===== config.mk =====
export PLATFORM = sky130hd
export DESIGN_NAME = hkv_front
export DESIGN_NICKNAME = d
export VERILOG_FILES = /design/src/rtl/hkv_pkg.sv /design/src/rtl/hkv_front.sv
export SDC_FILE = /design/constraint.sdc
export NUM_CORES = 1
export LEC_CHECK = 0
export ABC_CLOCK_PERIOD_IN_PS = 10000
export BUFFER_PORTS_ARGS = -buffer_cell sky130_fd_sc_hd__buf_4
export CAP_MARGIN = 20
export CORE_AREA = 2 2 216 218
export DETAILED_ROUTE_END_ITERATION = 8
export DIE_AREA = 0 0 218 220
export GPL_ROUTABILITY_DRIVEN = 0
export GPL_TIMING_DRIVEN = 1
export PLACE_DENSITY = 0.62
export REMOVE_ABC_BUFFERS = 1
export SYNTH_ARGS = -nofsm -noshare
export SYNTH_HDL_FRONTEND = slang
export SYNTH_SLANG_ARGS = --single-unit

===== constraint.sdc =====
create_clock -name clk -period 10 [get_ports clk]
set_clock_uncertainty 0.15 [all_clocks]
set_input_delay 0.5 -clock clk [delete_from_list [all_inputs] [get_ports clk]]
set_output_delay 0.5 -clock clk [all_outputs]
set_load 0.05 [all_outputs]

===== src/rtl/hkv_pkg.sv =====
// shared types, constants and helpers for the key/value table with expiry
// no dependencies
package hkv_pkg;

    // slot count must stay a power of two: home slot and wrap use the low hash bits
    localparam int SLOT_COUNT = 1024;
    localparam int KEY_BYTES  = 8;
    localparam int IDX_W      = $clog2(SLOT_COUNT);
    localparam int PRB_W      = $clog2(SLOT_COUNT + 1);
    localparam int CNT_W      = $clog2(SLOT_COUNT + 1);
    localparam int LEN_W      = 4;
    localparam int KEY_W      = 64;
    localparam int HASH_W     = 32;
    localparam int VAL_W      = 32;
    localparam int TIME_W     = 63;
    localparam int OP_W       = 4;

    localparam logic [HASH_W-1:0] HASH_SEED = 32'd5381;

    typedef enum logic [OP_W-1:0] {
        OP_SET        = 4'd0,
        OP_GET        = 4'd1,
        OP_DEL        = 4'd2,
        OP_SET_EXPIRY = 4'd3,
        OP_GET_EXPIRY = 4'd4,
        OP_SET_NX     = 4'd5,
        OP_SET_XX     = 4'd6,
        OP_CAS        = 4'd7,
        OP_TOUCH      = 4'd8,
        OP_EVICT      = 4'd9,
        OP_CLEAR      = 4'd10
    } op_t;

    typedef enum logic [1:0] {
        ST_MISS = 2'd0,
        ST_HIT  = 2'd1,
        ST_FULL = 2'd2
    } status_t;

    typedef enum logic [1:0] {
        FIND_HIT,
        FIND_EMPTY,
        FIND_FULL
    } find_t;

    typedef enum logic [1:0] {
        F_IDLE,
        F_HASH,
        F_PUSH
    } front_state_t;

    typedef enum logic [2:0] {
        B_CLR,
        B_IDLE,
        B_RD,
        B_CHK,
        B_EXEC,
        B_SRD,
        B_SCHK,
        B_RESP
    } back_state_t;

    typedef struct packed {
        logic [OP_W-1:0]   op;
        logic [KEY_W-1:0]  key;
        logic [LEN_W-1:0]  len;
        logic [HASH_W-1:0] hash;
        logic [VAL_W-1:0]  nval;
        logic [VAL_W-1:0]  xval;
        logic [TIME_W-1:0] texp;
        logic [TIME_W-1:0] now;
    } req_t;

    typedef struct packed {
        logic              used;
        logic              live;
        logic [KEY_W-1:0]  key;
        logic [LEN_W-1:0]  len;
        logic [HASH_W-1:0] hash;
        logic [VAL_W-1:0]  value;
        logic [TIME_W-1:0] expiry;
    } slot_t;

    // h * 33 + b as shift and add
    function automatic logic [HASH_W-1:0] hash_step(input logic [HASH_W-1:0] h,
                                                    input logic [7:0] b);
        hash_step = (h << 5) + h + {{(HASH_W-8){1'b0}}, b};
    endfunction

endpackage


===== src/rtl/hkv_front.sv =====
// front part: accepts a request, normalizes the key and hashes it one byte a cycle
// depends on hkv_pkg
module hkv_front (
    input  logic                        clk,
    input  logic                        rst_n,
    input  logic                        in_valid,
    output logic                        in_stall,
    input  logic [hkv_pkg::OP_W-1:0]    opcode,
    input  logic [hkv_pkg::KEY_W-1:0]   key_bytes,
    input  logic [hkv_pkg::LEN_W-1:0]   key_length,
    input  logic [hkv_pkg::VAL_W-1:0]   new_value,
    input  logic [hkv_pkg::VAL_W-1:0]   expected_value,
    input  logic [hkv_pkg::TIME_W-1:0]  expiry_time,
    input  logic [hkv_pkg::TIME_W-1:0]  now_us,
    input  logic                        q_full,
    output logic                        q_push,
    output hkv_pkg::req_t               q_item
);
    import hkv_pkg::*;

    front_state_t      state_reg, state_next;
    req_t              req_reg, req_next;
    logic [LEN_W-1:0]  cnt_reg, cnt_next;
    logic [LEN_W-1:0]  len_c;
    logic [KEY_W-1:0]  key_c;
    logic              accept;

    assign accept   = (state_reg == F_IDLE) && in_valid;
    assign in_stall = (state_reg != F_IDLE);
    assign q_push   = (state_reg == F_PUSH) && !q_full;
    assign q_item   = req_reg;

    always_comb
    begin
        len_c = (key_length > LEN_W'(KEY_BYTES)) ? LEN_W'(KEY_BYTES) : key_length;
        for (int b = 0; b < 8; b++)
        begin
            key_c[b*8 +: 8] = (b < int'(len_c)) ? key_bytes[b*8 +: 8] : 8'd0;
        end
    end

    always_comb
    begin
        state_next = state_reg;
        unique case (state_reg)
            F_IDLE: if (accept) state_next = F_HASH;
            F_HASH: if (cnt_reg == req_reg.len) state_next = F_PUSH;
            F_PUSH: if (!q_full) state_next = F_IDLE;
            default: state_next = F_IDLE;
        endcase
    end

    always_comb
    begin
        req_next = req_reg;
        cnt_next = cnt_reg;
        unique case (state_reg)
            F_IDLE:
            begin
                if (accept)
                begin
                    req_next.op   = opcode;
                    req_next.key  = key_c;
                    req_next.len  = len_c;
                    req_next.hash = HASH_SEED;
                    req_next.nval = new_value;
                    req_next.xval = expected_value;
                    req_next.texp = expiry_time;
                    req_next.now  = now_us;
                    cnt_next      = '0;
                end
            end
            F_HASH:
            begin
                if (cnt_reg != req_reg.len)
                begin
                    req_next.hash = hash_step(req_reg.hash, req_reg.key[cnt_reg[2:0]*8 +: 8]);
                    cnt_next      = cnt_reg + 1'b1;
                end
            end
            default:
            begin
                req_next = req_reg;
            end
        endcase
    end

    always_ff @(posedge clk or negedge rst_n)
    begin
        if (!rst_n)
        begin
            state_reg <= F_IDLE;
        end
        else
        begin
            state_reg <= state_next;
        end
    end

    always_ff @(posedge clk)
    begin
        req_reg <= req_next;
        cnt_reg <= cnt_next;
    end

endmodule


==> results of run 1 <==
[cell usage in the layout, fill, tap and decap left out, types with 4 or more instances in the layout]
| cell type | count |
|---|---|
| and2_1 | 13 |
| nand2_1 | 35 |
| nand2b_1 | 7 |
| mux2i_1 | 5 |
| or3_1 | 4 |
| inv_1 | 14 |
| a21o_1 | 15 |
| clkinv_1 | 6 |
| nor2_1 | 27 |
| clkbuf_1 | 9 |
| mux2_2 | 7 |
| o211ai_1 | 4 |
| nand4_1 | 9 |
| xor2_1 | 8 |
| nand3_1 | 13 |
| dlygate4sd3_1 | 193 |
| nor3_1 | 19 |
| fa_1 | 4 |
| edfxtp_1 | 298 |
| mux4_2 | 16 |
| a211oi_1 | 4 |
| a21oi_1 | 37 |
| nor2b_1 | 61 |
| o21a_1 | 11 |
| ha_1 | 59 |
| buf_4 | 571 |
| diode_2 | 10 |
| clkbuf_16 | 38 |
| o21ai_0 | 21 |
| a31oi_1 | 8 |
| xnor2_1 | 8 |
[how the worst max path moves through the flow]
stage | start | end | slack [ps] | cells past startpoint
after floorplan | state_reg[0] | q_item[0] | 3520 | 3
after global placement | cnt_reg[0] | q_item[221] | 5610 | 13
after detailed placement | cnt_reg[0] | q_item[221] | 5540 | 13
after CTS | cnt_reg[0] | q_item[221] | 5490 | 13
after global routing | cnt_reg[0] | q_item[221] | 5140 | 13
final | cnt_reg[0] | q_item[221] | 5500 | 13
[timing repair]
action                    CTS  global route
hold endpoints to repair  193             1
hold buffers              192             1
resized for setup           0             0
[critical path, stage by stage, from the launching register on]
cell and delay (ps):
edfxtp_1 660, buf_4 340, mux4_2 530, mux2_2 270, ha_1 280, ha_1 170, inv_1 60, fa_1 380
and2b_1 280, o2111a_2 270, o211ai_2 160, and3_1 230, o41ai_2 300, mux2i_1 240
[cell usage after synthesis (all sizes together), types with 7 or more instances]
master / number / share of area [%]
o21a: 11 / 0.65
xor2: 8 / 0.55
mux4: 16 / 2.8
edfxtp: 298 / 70
xnor2: 8 / 0.55
buf: 15 / 0.57
a21o: 15 / 0.88
clkbuf: 14 / 0.41
ha: 59 / 5.8
nor2: 28 / 0.88
inv: 15 / 0.44
nand4: 10 / 0.54
nand2: 35 / 1.0
mux2: 7 / 0.62
nor2b: 62 / 3.0
a31oi: 10 / 0.59
nand3: 14 / 0.59
a21oi: 39 / 1.6
and2: 13 / 0.64
nand2b: 7 / 0.34
nor3: 20 / 0.83
o21ai: 25 / 1.0
[cell families after synthesis]
kind of cell,count (synthesis),share of synthesized area [%]
XOR/XNOR,16,1.10
buffers and inverters,44,1.43
AO/OA/AOI/OAI,134,7.41
flip-flops,300,70.7
multiplexers,28,3.84
adder cells (fa/ha/maj),63,6.43
AND/OR/NAND/NOR,209,9.07
[area by class of cell]
class	instances	area, um2
well taps	607	759
inverters	15	63.8
clock inverters	17	176
fillers	4133	25100
flip-flops and latches	300	9000
repair buffers	764	6220
clock buffers	47	985
diodes	10	25.0
multi-input cells	450	3550
[power breakdown]
| part | switching [mW] | leakage [nW] | internal, mW |
|---|---|---|---|
| logic | 2.51 | 5.14 | 1.27 |
| clock network | 0.532 | 0.558 | 0.775 |
| registers | 0.239 | 2.83 | 1.84 |
| total | 3.28 | 8.53 | 3.89 |
[stage by stage]
step                area (um2)  hold slack [ps]  setup slack (ps)
floorplan                12600             54.4              3520
global placement         17700              134              5610
detailed placement       17700              136              5540
CTS                      20700            0.627              5490
global route             20800             6.49              5140
finish                   20800             47.3              5500
[per-layer routing]
metal  vias up  global-route usage, %  share of wire [%]
met5         -                      0               0.40
li1       4648                      -                  -
met1      4977                   26.9                 38
met3        97                   9.62                9.8
met4        32                   6.94                3.0
met2       467                   38.8                 49
==> reports/metrics.cfg, run 1 <==
[worst_setup_path]
path_class = flip-flop to flip-flop
worstPathMaxFanout = 12
timing.rr.end = q_item[221]
arrival_ps = 4720
timing.rr.start = cnt_reg[0]
cp.required_ps = 10220
ff2ff_path_depth = 13
worstSetupStartpointType = flip-flop
endpoint_kind = flip-flop
r2r_slack_ps = 5500

[route]
ant_nets = 0
vias = 10200
first_pass_iters = 5
avgRoutedWirePerCell_um = 25.9
drt-total-wl_um = 57300
vias_per_cell = 4.62
drt_iter0_markers = 674
drcViolationCount = 0

[timing]
worst_pin_slew_ps = 1090
finalCritPeriodShare_pct = 45.0
hold_violations = 0
setup_viol = 0
rsz0062_at_grt = false
period_minus_slack_ps = 4500
slew_headroom_pct = 26.9
max_freq_ghz = 0.222
slew_violations = 0
finalSetupTns_ps = 0

[floorplan]
core_um2 = 45900
die_height_um = 220
die_x_um = 218
std_cell_rows = 79
io_pins = 562
start_util_pct = 27.7
dieArea_um2 = 48000

[logic_synthesis]
ys_seq_elements = 300
avgSynthCellArea_um2 = 16.0
syn_inst = 794
synthFlopType = edfxtp_1
synth_edf_count = 298
ys_seq_area_share_pct = 70.7
synth.distinct_cells = 66
yosysWarnings = 0
synthArstFlopShare_pct = 0.667
netlist_area_um2 = 12700

[run]
drv_cap = 0

[cts]
clockBufferDepth = 3
clock-sinks = 300
cts_tree = built
htree_num_levels = 2
worstSkewPairLatency_ps = 540
cts_buffers = 37
path_clk_slew_ps = 60
post_cts_buffers = 0
root_buffer = clkbuf_16

[power_and_ir_drop]
peakVddDrop_uv = 260
finalPower_mw = 7.17
power_density_nw_per_um2 = 345
p_leak_nw = 8.53

[grt]
track_usage_pct = 23.1
antenna_found_initial = 29
grt-ovfl-total = 0
grt_pass1_vias = 10300
grt_pass1_wl_um = 76800
grt_max_degree = 127

[run_status]
run_status = finished, final reports clean

[finish]
area_growth_pct = 63.3
utilization_pct = 45.3
final_cells = 2210
largest_reg_flops = 294
nets = 1897
layout-drive-gt1-share_pct = 41.9

[place]
hpwlAfterDp_um = 45700
place_inst = 1943
io_buffer_count = 561

[min_path]
min-delay-start = expiry_time[23]
hold_class = input port to flip-flop
hold_path_end = q_item[86]
min_path_cells = 1

No activity file was read; power rests on OpenSTA's default activity.
==> inputs of run 2 (changes only) <==
- ABC_AREA: default -> 1
- ABC_CLOCK_PERIOD_IN_PS: 10000 -> 3900
- CORE_AREA: 2 2 216 218 -> 2 2 217 219
- DIE_AREA: 0 0 218 220 -> 0 0 219 221
- PLACE_DENSITY: 0.62 -> 0.65
- clock period: 10 -> 3.9 ns (I/O delays scaled with it)
==> reports/metrics.cfg, run 2 <==
[run_status]
run_status = finished, final reports clean

[timing]
slew_headroom_pct = 21.2  ; -5.7 points
finalSetupTns_ps = 0  ; unchanged
finalCritPeriodShare_pct = 92.8  ; +48 points
setup_viol = 0  ; unchanged
rsz0062_at_grt = false
slew_violations = 0  ; unchanged
hold_violations = 0  ; unchanged
period_minus_slack_ps = 3620  ; -883 ps
worst_pin_slew_ps = 1170  ; +84.2 ps
holdWs_ps = 46.6  ; -0.771 ps
max_freq_ghz = 0.276  ; +24%

[finish]
final_cells = 2669  ; +21%
layout_commonest_cell = buf_4
layout-drive-gt1-share_pct = 32.7  ; -9.1 points
nets = 2354  ; +24%
largest_reg_flops = 294  ; unchanged
final_cell_mix = buf_4, edfxtp_1, dlygate4sd3_1
area_growth_pct = 68.9

[logic_synthesis]
synth_edf_count = 298  ; unchanged
yosys.area.top_type = edfxtp_1
netlist_area_um2 = 13200  ; +3.8%
yosys-top-cells-area = edfxtp_1, nand2_1, ha_1
synthFlopType = edfxtp_1
synthArstFlopShare_pct = 0.667  ; unchanged
yosysWarnings = 0  ; unchanged
synth.distinct_cells = 36  ; -45%
yosysMostFrequentCell = edfxtp_1
syn_inst = 1147  ; +44%
ys_seq_elements = 300  ; unchanged
synth_top_area_share_pct = 67.7  ; -2.6 points
ys_seq_area_share_pct = 68.1  ; -2.6 points
avgSynthCellArea_um2 = 11.5  ; -28%
synth_common_cells = edfxtp_1, nand2_1, inv_1, nor2_1, ha_1

[place]
io_buffer_count = 561  ; unchanged
hpwlAfterDp_um = 47400  ; +3.9%
place_inst = 2309  ; +19%

[route]
drt_iter0_markers = 1057  ; +57%
vias = 12200  ; +19%
vias_per_cell = 4.57  ; -1.1%
drcViolationCount = 0  ; unchanged
ant_nets = 0  ; unchanged
avgRoutedWirePerCell_um = 22.6  ; -13%
first_pass_iters = 5  ; unchanged
drt-total-wl_um = 60300  ; +5.2%

[run]
drv_cap = 0  ; unchanged

[grt]
use_met3_pct = 7.92  ; -1.7 points
use_met1_pct = 28.4  ; +1.5 points
grt-ovfl-total = 0  ; unchanged
use_met2_pct = 39.8  ; +1.1 points
track_usage_pct = 24.3  ; +1.1 points
grt_pass1_wl_um = 83500  ; +8.7%
antenna_found_initial = 23  ; -21%
top_usage_layer = met2
grt_pass1_vias = 12300  ; +19%
grt_max_degree = 122  ; -3.9%

[worst_setup_path]
path_class = flip-flop to flip-flop
worstSetupStartpointType = flip-flop
cp.required_ps = 4030  ; -6190 ps
endpoint_kind = flip-flop
arrival_ps = 3750  ; -970 ps
worstPathMaxFanout = 16  ; +4
r2r_slack_ps = 280  ; -5220 ps

[cts]
clock-sinks = 300  ; unchanged
post_cts_buffers = 0  ; unchanged
clockBufferDepth = 3  ; unchanged
ctsResizeCount = 0  ; unchanged
cts_tree = built
cts_buffers = 36  ; -2.7%
worstSkewPairLatency_ps = 550  ; about the same
htree_num_levels = 2  ; unchanged
root_buffer = clkbuf_16
path_clk_slew_ps = 60  ; about the same

[power_and_ir_drop]
p_leak_nw = 10.2  ; +19%
power_density_nw_per_um2 = 854  ; +150%
finalPower_mw = 19.0  ; +170%
peakVddDrop_uv = 727  ; +180%

[floorplan]
die_height_um = 221  ; +0.45%
std_cell_rows = 79  ; unchanged
die_x_um = 219  ; +0.46%
start_util_pct = 28.7  ; +0.93 points
dieArea_um2 = 48400  ; +0.92%
core_um2 = 46100  ; +0.43%
io_pins = 562  ; unchanged

[min_path]
hold_class = input port to flip-flop

-- run 2: cell types whose count changed after synthesis, sizes merged, moves of 11 or more --
cell,change
mux4,-16
nor2b,-62
o21ai,+22
nor2,+150
a21o,-14
clkbuf,-11
nand3,+18
inv,+178
nand2,+201
nor3,-18
-- run 2: routing by layer --
layer / vias up / share of wire [%]
met4: 20 / 5.7
met2: 648 / 48
li1: 5579 / -
met3: 144 / 9.5
met1: 5817 / 37
met5: - / 0.21
-- run 2: worst paths after layout --
check / startpoint / to / cells after the start
max in group asynchronous: rst_n / state_reg[1] / 3
min in group asynchronous: rst_n / state_reg[0] / 3
hold / removal: in_valid / state_reg[0] / 5
setup / recovery: cnt_reg[1] / q_item[218] / 17
setup reg to reg: cnt_reg[1] / q_item[218] / 17
hold reg to reg: state_reg[0] / state_reg[1] / 3
-- run 2: logic make-up (layout without fill, tap and decap cells) --
kind of cell	Yosys count	in the layout	synth area share, %
buffers and inverters	210	1116	6.16
XOR/XNOR	10	10	0.663
AO/OA/AOI/OAI	108	108	4.46
other	0	9	0
flip-flops	300	300	68.1
AND/OR/NAND/NOR	456	456	14.4
adder cells (fa/ha/maj)	63	63	6.19
-- run 2: area by class of cell --
| class | count | area, um2 |
|---|---|---|
| Fill cell | 4075 | 23800 |
| Sequential cell | 300 | 9000 |
| Antenna cell | 9 | 22.5 |
| Clock buffer | 45 | 945 |
| Multi-Input combinational cell | 637 | 3410 |
| Timing Repair Buffer | 857 | 7160 |
| Tap cell | 607 | 759 |
| Inverter | 193 | 724 |
| Clock inverter | 21 | 293 |
-- run 2: critical path, stage by stage (launching register included) --
cell      delay, ps
edfxtp_1        390
inv_1           370
o21ai_0         180
o22ai_1         200
nor2_1           70
a31oi_1         220
fa_1            460
ha_1            400
nand2_1         170
inv_1            60
nand2_1          80
nand2_1          80
nand2_1          80
nand3_2         120
nand2_1         110
nand3_1          80
nand2_1          70
nor2_1           50
-- run 2: timing repair --
item,in CTS,in global routing
hold endpoints to repair,265,0
endpoints found under the setup margin,0,0
hold buffers,285,0
-- run 2: report_power, final --
| group | switching, mW | total (mW) | internal [mW] |
|---|---|---|---|
| Sequential | 0.577 | 5.29 | 4.71 |
| Clock | 1.42 | 3.56 | 2.14 |
| Combinational | 7.07 | 10.2 | 3.12 |
| Total | 9.07 | 19.0 | 9.97 |
-- run 2: metrics by stage --
stage / utilization, % / worst slack, ps / instance area (um2)
2_1_floorplan: - / -11570 / 13100
3_3_place_gp: 39.5 / 556 / 18200
3_5_place_dp: 39.5 / 399 / 18200
6_report: 48.4 / 282 / 22300
5_1_grt: 48.4 / 40.1 / 22300
4_1_cts: 48.4 / 364 / 22300
