[src/rtl/hkv_pkg.sv]
// shared types, constants and helpers for the key/value table with expiry
// no dependencies
package hkv_pkg;

    // slot count must stay a power of two: home slot and wrap use the low hash bits
    localparam int SLOT_COUNT = 1024;
    localparam int KEY_BYTES  = 8;
    localparam int IDX_W      = $clog2(SLOT_COUNT);
    localparam int PRB_W      = $clog2(SLOT_COUNT + 1);
    localparam int CNT_W      = $clog2(SLOT_COUNT + 1);
    localparam int LEN_W      = 4;
    localparam int KEY_W      = 64;
    localparam int HASH_W     = 32;
    localparam int VAL_W      = 32;
    localparam int TIME_W     = 63;
    localparam int OP_W       = 4;

    localparam logic [HASH_W-1:0] HASH_SEED = 32'd5381;

    typedef enum logic [OP_W-1:0] {
        OP_SET        = 4'd0,
        OP_GET        = 4'd1,
        OP_DEL        = 4'd2,
        OP_SET_EXPIRY = 4'd3,
        OP_GET_EXPIRY = 4'd4,
        OP_SET_NX     = 4'd5,
        OP_SET_XX     = 4'd6,
        OP_CAS        = 4'd7,
        OP_TOUCH      = 4'd8,
        OP_EVICT      = 4'd9,
        OP_CLEAR      = 4'd10
    } op_t;

    typedef enum logic [1:0] {
        ST_MISS = 2'd0,
        ST_HIT  = 2'd1,
        ST_FULL = 2'd2
    } status_t;

    typedef enum logic [1:0] {
        FIND_HIT,
        FIND_EMPTY,
        FIND_FULL
    } find_t;

    typedef enum logic [1:0] {
        F_IDLE,
        F_HASH,
        F_PUSH
    } front_state_t;

    typedef enum logic [2:0] {
        B_CLR,
        B_IDLE,
        B_RD,
        B_CHK,
        B_EXEC,
        B_SRD,
        B_SCHK,
        B_RESP
    } back_state_t;

    typedef struct packed {
        logic [OP_W-1:0]   op;
        logic [KEY_W-1:0]  key;
        logic [LEN_W-1:0]  len;
        logic [HASH_W-1:0] hash;
        logic [VAL_W-1:0]  nval;
        logic [VAL_W-1:0]  xval;
        logic [TIME_W-1:0] texp;
        logic [TIME_W-1:0] now;
    } req_t;

    typedef struct packed {
        logic              used;
        logic              live;
        logic [KEY_W-1:0]  key;
        logic [LEN_W-1:0]  len;
        logic [HASH_W-1:0] hash;
        logic [VAL_W-1:0]  value;
        logic [TIME_W-1:0] expiry;
    } slot_t;

    // h * 33 + b as shift and add
    function automatic logic [HASH_W-1:0] hash_step(input logic [HASH_W-1:0] h,
                                                    input logic [7:0] b);
        hash_step = (h << 5) + h + {{(HASH_W-8){1'b0}}, b};
    endfunction

endpackage

[src/rtl/hkv_queue.sv]
// two-entry request queue between front and back
// depends on hkv_pkg
module hkv_queue (
    input  logic          clk,
    input  logic          rst_n,
    input  logic          push,
    input  hkv_pkg::req_t push_item,
    output logic          full,
    input  logic          pop,
    output logic          valid,
    output hkv_pkg::req_t pop_item
);
    import hkv_pkg::*;

    req_t        entry_reg [2];
    logic        wr_ptr_reg, wr_ptr_next;
    logic        rd_ptr_reg, rd_ptr_next;
    logic [1:0]  count_reg, count_next;
    logic        do_push, do_pop;

    assign full     = (count_reg == 2'd2);
    assign valid    = (count_reg != 2'd0);
    assign do_push  = push && !full;
    assign do_pop   = pop && valid;
    assign pop_item = entry_reg[rd_ptr_reg];

    always_comb
    begin
        wr_ptr_next = do_push ? ~wr_ptr_reg : wr_ptr_reg;
        rd_ptr_next = do_pop ? ~rd_ptr_reg : rd_ptr_reg;
        count_next  = count_reg + {1'b0, do_push} - {1'b0, do_pop};
    end

    always_ff @(posedge clk or negedge rst_n)
    begin
        if (!rst_n)
        begin
            wr_ptr_reg <= 1'b0;
            rd_ptr_reg <= 1'b0;
            count_reg  <= 2'd0;
        end
        else
        begin
            wr_ptr_reg <= wr_ptr_next;
            rd_ptr_reg <= rd_ptr_next;
            count_reg  <= count_next;
        end
    end

    always_ff @(posedge clk)
    begin
        if (do_push)
        begin
            entry_reg[wr_ptr_reg] <= push_item;
        end
    end

endmodule

[config.mk]
export PLATFORM = sky130hd
export DESIGN_NAME = hkv_queue
export DESIGN_NICKNAME = d
export VERILOG_FILES = /design/src/rtl/hkv_pkg.sv /design/src/rtl/hkv_queue.sv
export SDC_FILE = /design/constraint.sdc
export NUM_CORES = 1
export LEC_CHECK = 0
export BUFFER_PORTS_ARGS = -buffer_cell sky130_fd_sc_hd__buf_2
export CAP_MARGIN = 20
export CORE_MARGIN = 2
export CORE_UTILIZATION = 41
export DETAILED_ROUTE_END_ITERATION = 10
export GPL_TIMING_DRIVEN = 0
export MAX_ROUTING_LAYER = met4
export PLACE_DENSITY = 0.72
export SETUP_SLACK_MARGIN = 0.5
export SLEW_MARGIN = 20
export SYNTH_ARGS = -nofsm -noshare
export SYNTH_HDL_FRONTEND = slang
export SYNTH_SLANG_ARGS = --single-unit
[constraint.sdc]
create_clock -name clk -period 18.9 [get_ports clk]
set_input_delay 0 -clock clk [delete_from_list [all_inputs] [get_ports clk]]
set_output_delay 0 -clock clk [all_outputs]
set_load 0.05 [all_outputs]
==> results of run 1 <==
## layer usage
layer  wire [um]  global-route usage, %  part of all wire (%)  up-vias
met5           0                      -                     0        -
met4        1930                   7.14                   3.6        0
li1            -                      -                     -     5705
met2       28800                   34.5                    53      521
met3        3530                   4.76                   6.5      133
met1       19800                   21.0                    37     6320
## worst paths after layout
kind                                              from                           to  slack, ns  cells past startpoint
min in group asynchronous                        rst_n       count_reg[0]$_DFF_PN0_       0.35                      3
max in group asynchronous                        rst_n       rd_ptr_reg$_DFFE_PN0P_      18.37                      3
worst max register to register  count_reg[0]$_DFF_PN0_  entry_reg[0][250]$_DFFE_PP_      16.08                      9
worst min register to register  count_reg[0]$_DFF_PN0_       count_reg[0]$_DFF_PN0_       0.53                      1
worst min-delay path                    push_item[139]  entry_reg[0][139]$_DFFE_PP_       0.13                      2
worst max-delay path            count_reg[0]$_DFF_PN0_  entry_reg[0][250]$_DFFE_PP_      16.08                      9
## Yosys cell counts
cell type    n
or2_2        1
buf_2        4
and3_1       1
mux2_4      20
buf_6       29
nor2_1       1
mux2_2     273
xnor2_1      3
nand2b_1     1
edfxtp_1   588
mux2_1       1
nand2_1      1
inv_1        2
ha_1         2
xor2_1       1
dfrtp_1      4
and2_1       1
## placed cells by master, fill, tap and decap left out, types with 2 or more instances in the layout
cell type / n
buf_2: 597
edfxtp_1: 588
dlygate4sd3_1: 298
mux2_2: 273
clkbuf_16: 61
buf_6: 29
mux2_4: 20
clkinv_2: 17
clkbuf_1: 12
buf_16: 10
buf_12: 9
clkinv_1: 8
diode_2: 6
dfrtp_1: 4
xnor2_1: 3
inv_1: 2
ha_1: 2
clkinvlp_4: 2
bufinv_16: 2
## final cells by class
type,instances,area (um^2)
diodes,6,15.0
plain buffers,33,347
clock buffers,73,1570
clock inverters,31,208
fillers,3726,21700
inverters,2,7.51
multi-input cells,306,3490
flip-flops and latches,592,17800
well taps,688,861
repair buffers,910,6410
## where the power goes
| part | internal [mW] | leakage, nW | switching [mW] |
|---|---|---|---|
| registers | 1.79 | 5.51 | 0.0629 |
| clock network | 0.613 | 0.882 | 0.474 |
| logic | 0.690 | 5.26 | 1.65 |
## critical path: cells and delay by family (launching register included)
kind	cells	cell delay (ns)
flops	1	0.36
buf+inv	6	1.21
simple gates	3	0.87
## kinds of logic after synthesis
kind of cell,Yosys count,synth area share [%]
XOR/XNOR,4,0.162
adder cells (fa/ha/maj),2,0.116
buffers and inverters,35,1.64
AND/OR/NAND/NOR,6,0.151
flip-flops,592,82.2
multiplexers,294,15.7
## timing repair
action	in CTS	in global routing
setup buffers	0	0
hold endpoints to repair	595	0
hold buffers	298	0
==> impl_metrics.tcl, run 1 <==
set metrics [dict create \
    post-route-util_pct 58.6 \
    ys_warn_count 0 \
    portBuffers 593 \
    fmax_ghz 0.354 \
    hold_viol 0 \
    fin_crit_ns 2.82 \
    slew_headroom_pct 53.7 \
    largest_reg_flops 588 \
    endpoint_kind "flop" \
    hold_ws_ns 0.126 \
    syn_avg_cell_area_um2 23.1 \
    grt_pass1_wl_mm 77.7 \
    cts_tree "built" \
    syn-cell-area_um2 21600 \
    instances_no_fill 2641 \
    ys_top_cells_by_area "edfxtp_1, mux2_2, buf_6, mux2_4, dfrtp_1" \
    cp-start-kind "flop" \
    grt.total_usage_pct 19.4 \
    wl_per_cell_um 20.5 \
    num-nets-final 2204 \
    num_rows 84 \
    die_area_um2 54500 \
    cts_resized 0 \
    core_area_um2 52300 \
    drive_gt1_share_pct 52.6 \
    cp_common_cell "buf_16" \
    ys_ff_latch 592 \
    max_stage_delay_ns 0.56 \
    place.gp.congestion 0.841 \
    dr.pass1.iters 4 \
    fin_tns_setup_ns 0 \
    drv_slew 0 \
    vias 12679 \
    worstSkewPairLatency_ns 0.59 \
    antenna_found_initial 5 \
    dpl_cell_area_um2 25900 \
    die_w_um 233 \
    cts_made_buffers 59 \
    ios 594 \
    drt_wl_total_mm 54.1 \
    hpwl_mm 35.4 \
    stdcell_area_um2 30700 \
    required_ns 19.17 \
    fp.dieH_um 233 \
    grt_pass1_vias 13533 \
    via_per_inst 4.80 \
    grt-ovfl-total 0 \
    htreeDepth 2 \
    cap_viol_max_count 0 \
    initial_utilization_pct 41.2 \
    clockRootBuffer "clkbuf_16" \
    synth-seq-area-share_pct 82.2 \
    critPathSlowestCell "nor2_4" \
    p_leak_nw 11.6 \
    grt_max_degree 55 \
    synth_top_area_share_pct 81.8 \
    finalWorstSetupSlack_ns 16.08 \
    syn_inst 933 \
    fin_crit_sh_pct 14.9 \
    syn_nets 1233 \
    place_ws_ns 16.06 \
    finalSetupViolCount 0 \
    drtIter0Drc 632 \
    cp.arrival_ns 3.09 \
    synth_top_cell_by_area "edfxtp_1" \
    critical_path_class "reg -> reg" \
    antenna_left 0 \
    peakVddDrop_v 0.000126 \
    drc 0 \
    cp_max_fo 26 \
    path_cells "nand2b_1 > nand2_1 > nor2_4 > buf_16 > buf_16 > buf_16 > buf_16 > buf_12 > buf_12" \
    cts.sink_count 592 \
    area_growth_pct 42.0 \
    cts_max_path_buffers 3 \
    status "finished clean" \
    fin_worst_skew_ns 0.0188 \
    min_path_type "in -> reg" \
    cts.clk_slew.worst_paths_ns 0.06 \
    powerDensity_nw_per_um2 172 \
    rsz0062_at_grt "false" \
    max_slew.worst_pin.slew_ns 0.692 \
    synth_cell_types 17 \
    power_mw 5.28 \
    placedCellCount 2233 \
]
Power figures use the tool's default switching activity.
==> run 2: changes to the inputs <==
Clock period 18.9 ns to 2.6 ns, I/O delays scaled along.
==> run 2 against run 1 <==
Effect of this change: global-route usage up 1.2 points; total power rose to 8.2 times the previous value; utilization up 5.0 points; sequential share of layout area down 4.6 points; sequential power rose to 7.4 times the previous value; first-iteration DRC count up 19%; critical endpoint is now pop_item[42].
==> impl_metrics.tcl, run 2 (synthesis results as in run 1) <==
set metrics [dict create \
    status "finished clean" \
    vias 13319 \
    num-nets-final 2247 \
    hold_ws_ns 0.111 \
    cts_tree "built" \
    path_cells "buf_12 > clkbuf_16 > clkbuf_16 > mux2_4 > buf_2" \
    grt.total_usage_pct 20.6 \
    grt_max_degree 54 \
    grt_pass1_wl_mm 81.2 \
    met1_usage_pct 21.8 \
    p_leak_nw 12.7 \
    power_mw 43.4 \
    grt.busiest_layer "met2" \
    cp_common_cell "clkbuf_16" \
    use_met2_pct 36.5 \
    fin_crit_sh_pct 80.7 \
    antenna_found_initial 11 \
    cts.sink_count 592 \
    antenna_left 0 \
    peakVddDrop_v 0.000889 \
    clockRootBuffer "clkbuf_16" \
    finalSetupViolCount 0 \
    required_ns 2.60 \
    p_switching_mw 17.2 \
    worstHoldStart "push_item[31]" \
    via_per_inst 4.94 \
    drc 0 \
    endpoint_kind "output port" \
    met3_usage_pct 4.94 \
    die_area_um2 54500 \
    rsz0062_at_grt "true" \
    slew_headroom_pct 70.2 \
    cp.arrival_ns 2.10 \
    fillers 3352 \
    critPathSlowestCell "dfrtp_2" \
    cts_made_buffers 59 \
    portBuffers 593 \
    drv_slew 0 \
    core_area_um2 52300 \
    fp.dieH_um 233 \
    critical_path_class "reg -> out" \
    clockPowerShare_pct 19.5 \
    powerDensity_nw_per_um2 1300 \
    p_comb_share_pct 49.2 \
    area_growth_pct 54.2 \
    layout_commonest_cell "edfxtp_1" \
    dr.pass1.iters 5 \
    layout_common_cells "edfxtp_1, buf_2, dlygate4sd3_1" \
    drive_gt1_share_pct 54.1 \
    num_rows 84 \
    cts_max_path_buffers 3 \
    hpwl_mm 35.2 \
    max_stage_delay_ns 0.45 \
    min_path_type "in -> reg" \
    place.gp.congestion 0.807 \
    drtIter0Drc 752 \
    cts.clk_slew.worst_paths_ns 0.07 \
    wl_per_cell_um 23.3 \
    hold_viol 0 \
    die_w_um 233 \
    cap_viol_max_count 0 \
    worstSkewPairLatency_ns 0.61 \
    crit_start "rd_ptr_reg$_DFFE_PN0P_" \
    drt_wl_total_mm 62.8 \
    post-route-util_pct 63.6 \
    r2r-start "count_reg[0]$_DFF_PN0_" \
    cp_max_fo 6 \
    fin_worst_skew_ns 0.0143 \
    initial_utilization_pct 41.2 \
    seq_area_um2 17800 \
    multi_input_comb_area_um2 3570 \
    intPower_mw 26.1 \
    fin_crit_ns 2.10 \
    ios 594 \
    grt_pass1_vias 13933 \
    fmax_ghz 0.476 \
    max_slew.worst_pin.slew_ns 0.446 \
    htreeDepth 2 \
    p_seq_share_pct 31.3 \
    largest_reg_flops 588 \
    swShare_pct 39.7 \
    cp-start-kind "flop" \
    grt-ovfl-total 0 \
]
run 2: cell type report:
type | count | area share (%)
flip-flops and latches | 592 | 53.3
clock buffers | 64 | 4.49
clock inverters | 43 | 1.19
multi-input cells | 306 | 10.7
diodes | 16 | 0.120
repair buffers | 953 | 25.7
well taps | 688 | 2.59
inverters | 2 | 0.0225
plain buffers | 33 | 1.86
run 2: what timing repair did:
item	in CTS	in global routing
setup endpoints to repair	385	322
hold buffers	298	0
gates resized for setup	213	392
hold endpoints to repair	617	0
pin swaps	1	1
buffers inserted	8	18
cloned	7	8
run 2: worst paths after layout:
check	slack, ns	depth (start not counted)	to
min in group asynchronous	0.32	3	count_reg[0]$_DFF_PN0_
setup reg to reg	0.61	4	entry_reg[1][159]$_DFFE_PP_
hold reg to reg	0.58	1	wr_ptr_reg$_DFFE_PN0N_
max in group asynchronous	2.09	3	rd_ptr_reg$_DFFE_PN0P_
hold / removal	0.11	2	entry_reg[1][31]$_DFFE_PP_
setup / recovery	0.50	5	pop_item[42]
run 2: worst max-delay path: cells and delay by family, from the launching register on:
| kind | cells | cell delay, ns |
|---|---|---|
| flops | 1 | 0.45 |
| buf+inv | 4 | 0.75 |
| mux | 1 | 0.29 |
run 2: metrics by stage:
stage / setup slack, ns / instance area (um^2) / setup TNS [ns] / std cells
2_1_floorplan: -2.77 / 21600 / -1383.44 / 933
3_3_place_gp: -5.19 / 25400 / -2652.43 / 2214
3_5_place_dp: 0.0166 / 26000 / 0 / 2235
4_1_cts: 0.450 / 31700 / 0 / 2655
5_1_grt: 0.432 / 33300 / 0 / 2693
6_report: 0.501 / 33300 / 0 / 2697
run 2: metal layers:
| layer | up-vias | routed length, um |
|---|---|---|
| li1 | 5797 | - |
| met1 | 6766 | 22200 |
| met2 | 576 | 33800 |
| met3 | 180 | 4110 |
| met4 | 0 | 2620 |
| met5 | - | 0 |
run 2: power groups by stage:
stage | clock network, mW | logic (mW) | registers (mW)
2_1_floorplan | 0 | 12.4 | 13.9
4_1_cts | 8.46 | 18.7 | 13.5
3_5_place_dp | 0 | 16.7 | 13.6
5_1_grt | 8.95 | 21.9 | 13.7
6_report | 8.48 | 21.3 | 13.6
3_3_place_gp | 0 | 14.4 | 13.3
==> run 3: changes to the inputs <==
Clock period 2.6 ns to 2.1 ns, I/O delays scaled along.
==> run 3 against run 2 <==
Effect of this change: cell area rose by 6.4%; cell count rose by 2.2%; sequential power rose by 24%; via count rose by 5.2%; die area did not move; total power rose by 33%; hold slack improved by 0.016 ns; sequential share of layout area fell by 3.2 points; sequential cell count did not move; utilization rose by 4.1 points; critical path type unchanged; critical endpoint is now pop_item[53]; largest power group unchanged.
==> impl_metrics.tcl, run 3 (synthesis results as in run 1) <==
set metrics [dict create \
    fin_tns_setup_ns 0 \
    min_path_cells 2 \
    area_growth_pct 64.2 \
    max_stage_delay_ns 0.45 \
    drv_slew 0 \
    worst-path-stages 5 \
    endpoint_kind "output port" \
    place.gp.congestion 0.815 \
    critical_path_class "reg -> out" \
    num_rows 84 \
    powerDensity_nw_per_um2 1630 \
    hpwl_mm 35.2 \
    cpLargestDelayFamily "buffers and inverters" \
    htreeDepth 2 \
    cts.sink_count 592 \
    cp_common_cell "clkbuf_16" \
    cts_tree "built" \
    r2r_slack_ns 0.14 \
    worstSkewPairLatency_ns 0.59 \
    worst-path-buf-inv 4 \
    finalSetupViolCount 0 \
    power_mw 57.8 \
    required_ns 2.10 \
    worstHoldStart "push_item[113]" \
    grt_pass1_wl_mm 81.7 \
    cap_viol_max_count 0 \
    critPathSlowestCell "dfrtp_2" \
    antenna_found_initial 7 \
    peakVddDrop_v 0.00123 \
    cp.arrival_ns 2.07 \
    r2r_end "entry_reg[0][3]$_DFFE_PP_" \
    grt_pass1_vias 14098 \
    die_w_um 233 \
    drtIter0Drc 891 \
    min_to "entry_reg[1][113]$_DFFE_PP_" \
    cts_max_path_buffers 3 \
    slew_headroom_pct 79.5 \
    grt-ovfl-total 0 \
    portBuffers 593 \
    drt_wl_total_mm 70.3 \
    cp_max_fo 10 \
    rsz0062_at_grt "true" \
    fillers 3089 \
    wl_per_cell_um 25.5 \
    initial_utilization_pct 41.2 \
    grt.total_usage_pct 20.7 \
    grt_max_degree 54 \
    min_path_type "in -> reg" \
    cts_made_buffers 58 \
    drive_gt1_share_pct 55.5 \
    r2r-start "count_reg[1]$_DFF_PN0_" \
    layout_common_cells "edfxtp_1, buf_2, dlygate4sd3_1" \
    ios 594 \
    vias 14012 \
    dr.pass1.iters 4 \
    fin_worst_skew_ns 0.0183 \
    drc 0 \
    p_leak_nw 13.9 \
    cp-start-kind "flop" \
    cts.clk_slew.worst_paths_ns 0.07 \
    status "finished clean" \
    via_per_inst 5.08 \
    fp.dieH_um 233 \
    max_slew.worst_pin.slew_ns 0.308 \
    layout_commonest_cell "edfxtp_1" \
    largest_reg_flops 588 \
    hold_viol 0 \
    core_area_um2 52300 \
    antenna_left 0 \
    fmax_ghz 0.482 \
    reg2reg_depth 11 \
    fin_crit_ns 2.07 \
    fin_crit_sh_pct 98.7 \
    clockRootBuffer "clkbuf_16" \
    die_area_um2 54500 \
    path_cells "clkbuf_16 > clkbuf_16 > buf_12 > mux2_4 > buf_6" \
    num-nets-final 2316 \
]
run 3: worst reg2reg max path: cells and delay by family (launching register included):
kind          cells  cell delay (ns)
simple gates      3             0.30
buf+inv           8             0.91
flops             1             0.43
run 3: worst max-delay path by stage:
stage | from | to
CTS | rd_ptr_reg$_DFFE_PN0P_ | pop_item[152]
global placement | count_reg[1]$_DFF_PN0_ | entry_reg[0][208]$_DFFE_PP_
floorplan | count_reg[1]$_DFF_PN0_ | entry_reg[0][0]$_DFFE_PP_
detailed placement | count_reg[1]$_DFF_PN0_ | entry_reg[0][265]$_DFFE_PP_
global route | rd_ptr_reg$_DFFE_PN0P_ | pop_item[108]
finish | rd_ptr_reg$_DFFE_PN0P_ | pop_item[53]
run 3: what timing repair did:
| action | in CTS | in global routing |
|---|---|---|
| hold endpoints to repair | 596 | 0 |
| setup endpoints to repair | 733 | 792 |
| pin swaps | 2 | 7 |
| resized for setup | 213 | 814 |
| cloned | 12 | 34 |
| hold buffers | 298 | 0 |
| setup buffers | 26 | 40 |
run 3: layout make-up:
cell class	count	area, um^2	area share [%]
multi-input combinational	306	3900	11.0
antenna	8	20.0	0.0565
clock buffer	68	1510	4.26
sequential	592	17800	50.1
clock inverter	37	289	0.815
tap	688	861	2.43
buffer	33	666	1.88
timing repair buffer	1023	10400	29.4
inverter	2	7.51	0.0212
run 3: report_power, final:
group	leakage, nW	total, mW	switching [mW]	internal, mW
Sequential	5.51	16.9	0.769	16.1
Clock	0.881	10.2	4.55	5.63
Combinational	7.48	30.8	17.2	13.5
Total	13.9	57.8	22.6	35.3
run 3: per-stage QoR:
stage	instances	utilization, %	setup WS, ns	hold WS, ns	area, um^2
floorplan	933	-	-3.27	-0.296	21600
global placement	2214	48.6	-5.67	-0.192	25400
detailed placement	2234	49.5	-0.197	-0.188	25900
CTS	2675	61.0	-0.0596	0.0779	31900
global route	2757	67.7	-0.0333	0.102	35400
finish	2757	67.7	0.0274	0.127	35400
run 3: per-layer routing:
metal  up-vias  part of all wire, %  routed length, um  GRT usage (%)
li1       5941                    -                  -              -
met4         0                  4.2               2940           8.94
met2       710                   55              38500           38.1
met1      7170                   35              24500           21.3
met5         -                    0                  0              -
met3       191                  6.2               4350           4.30
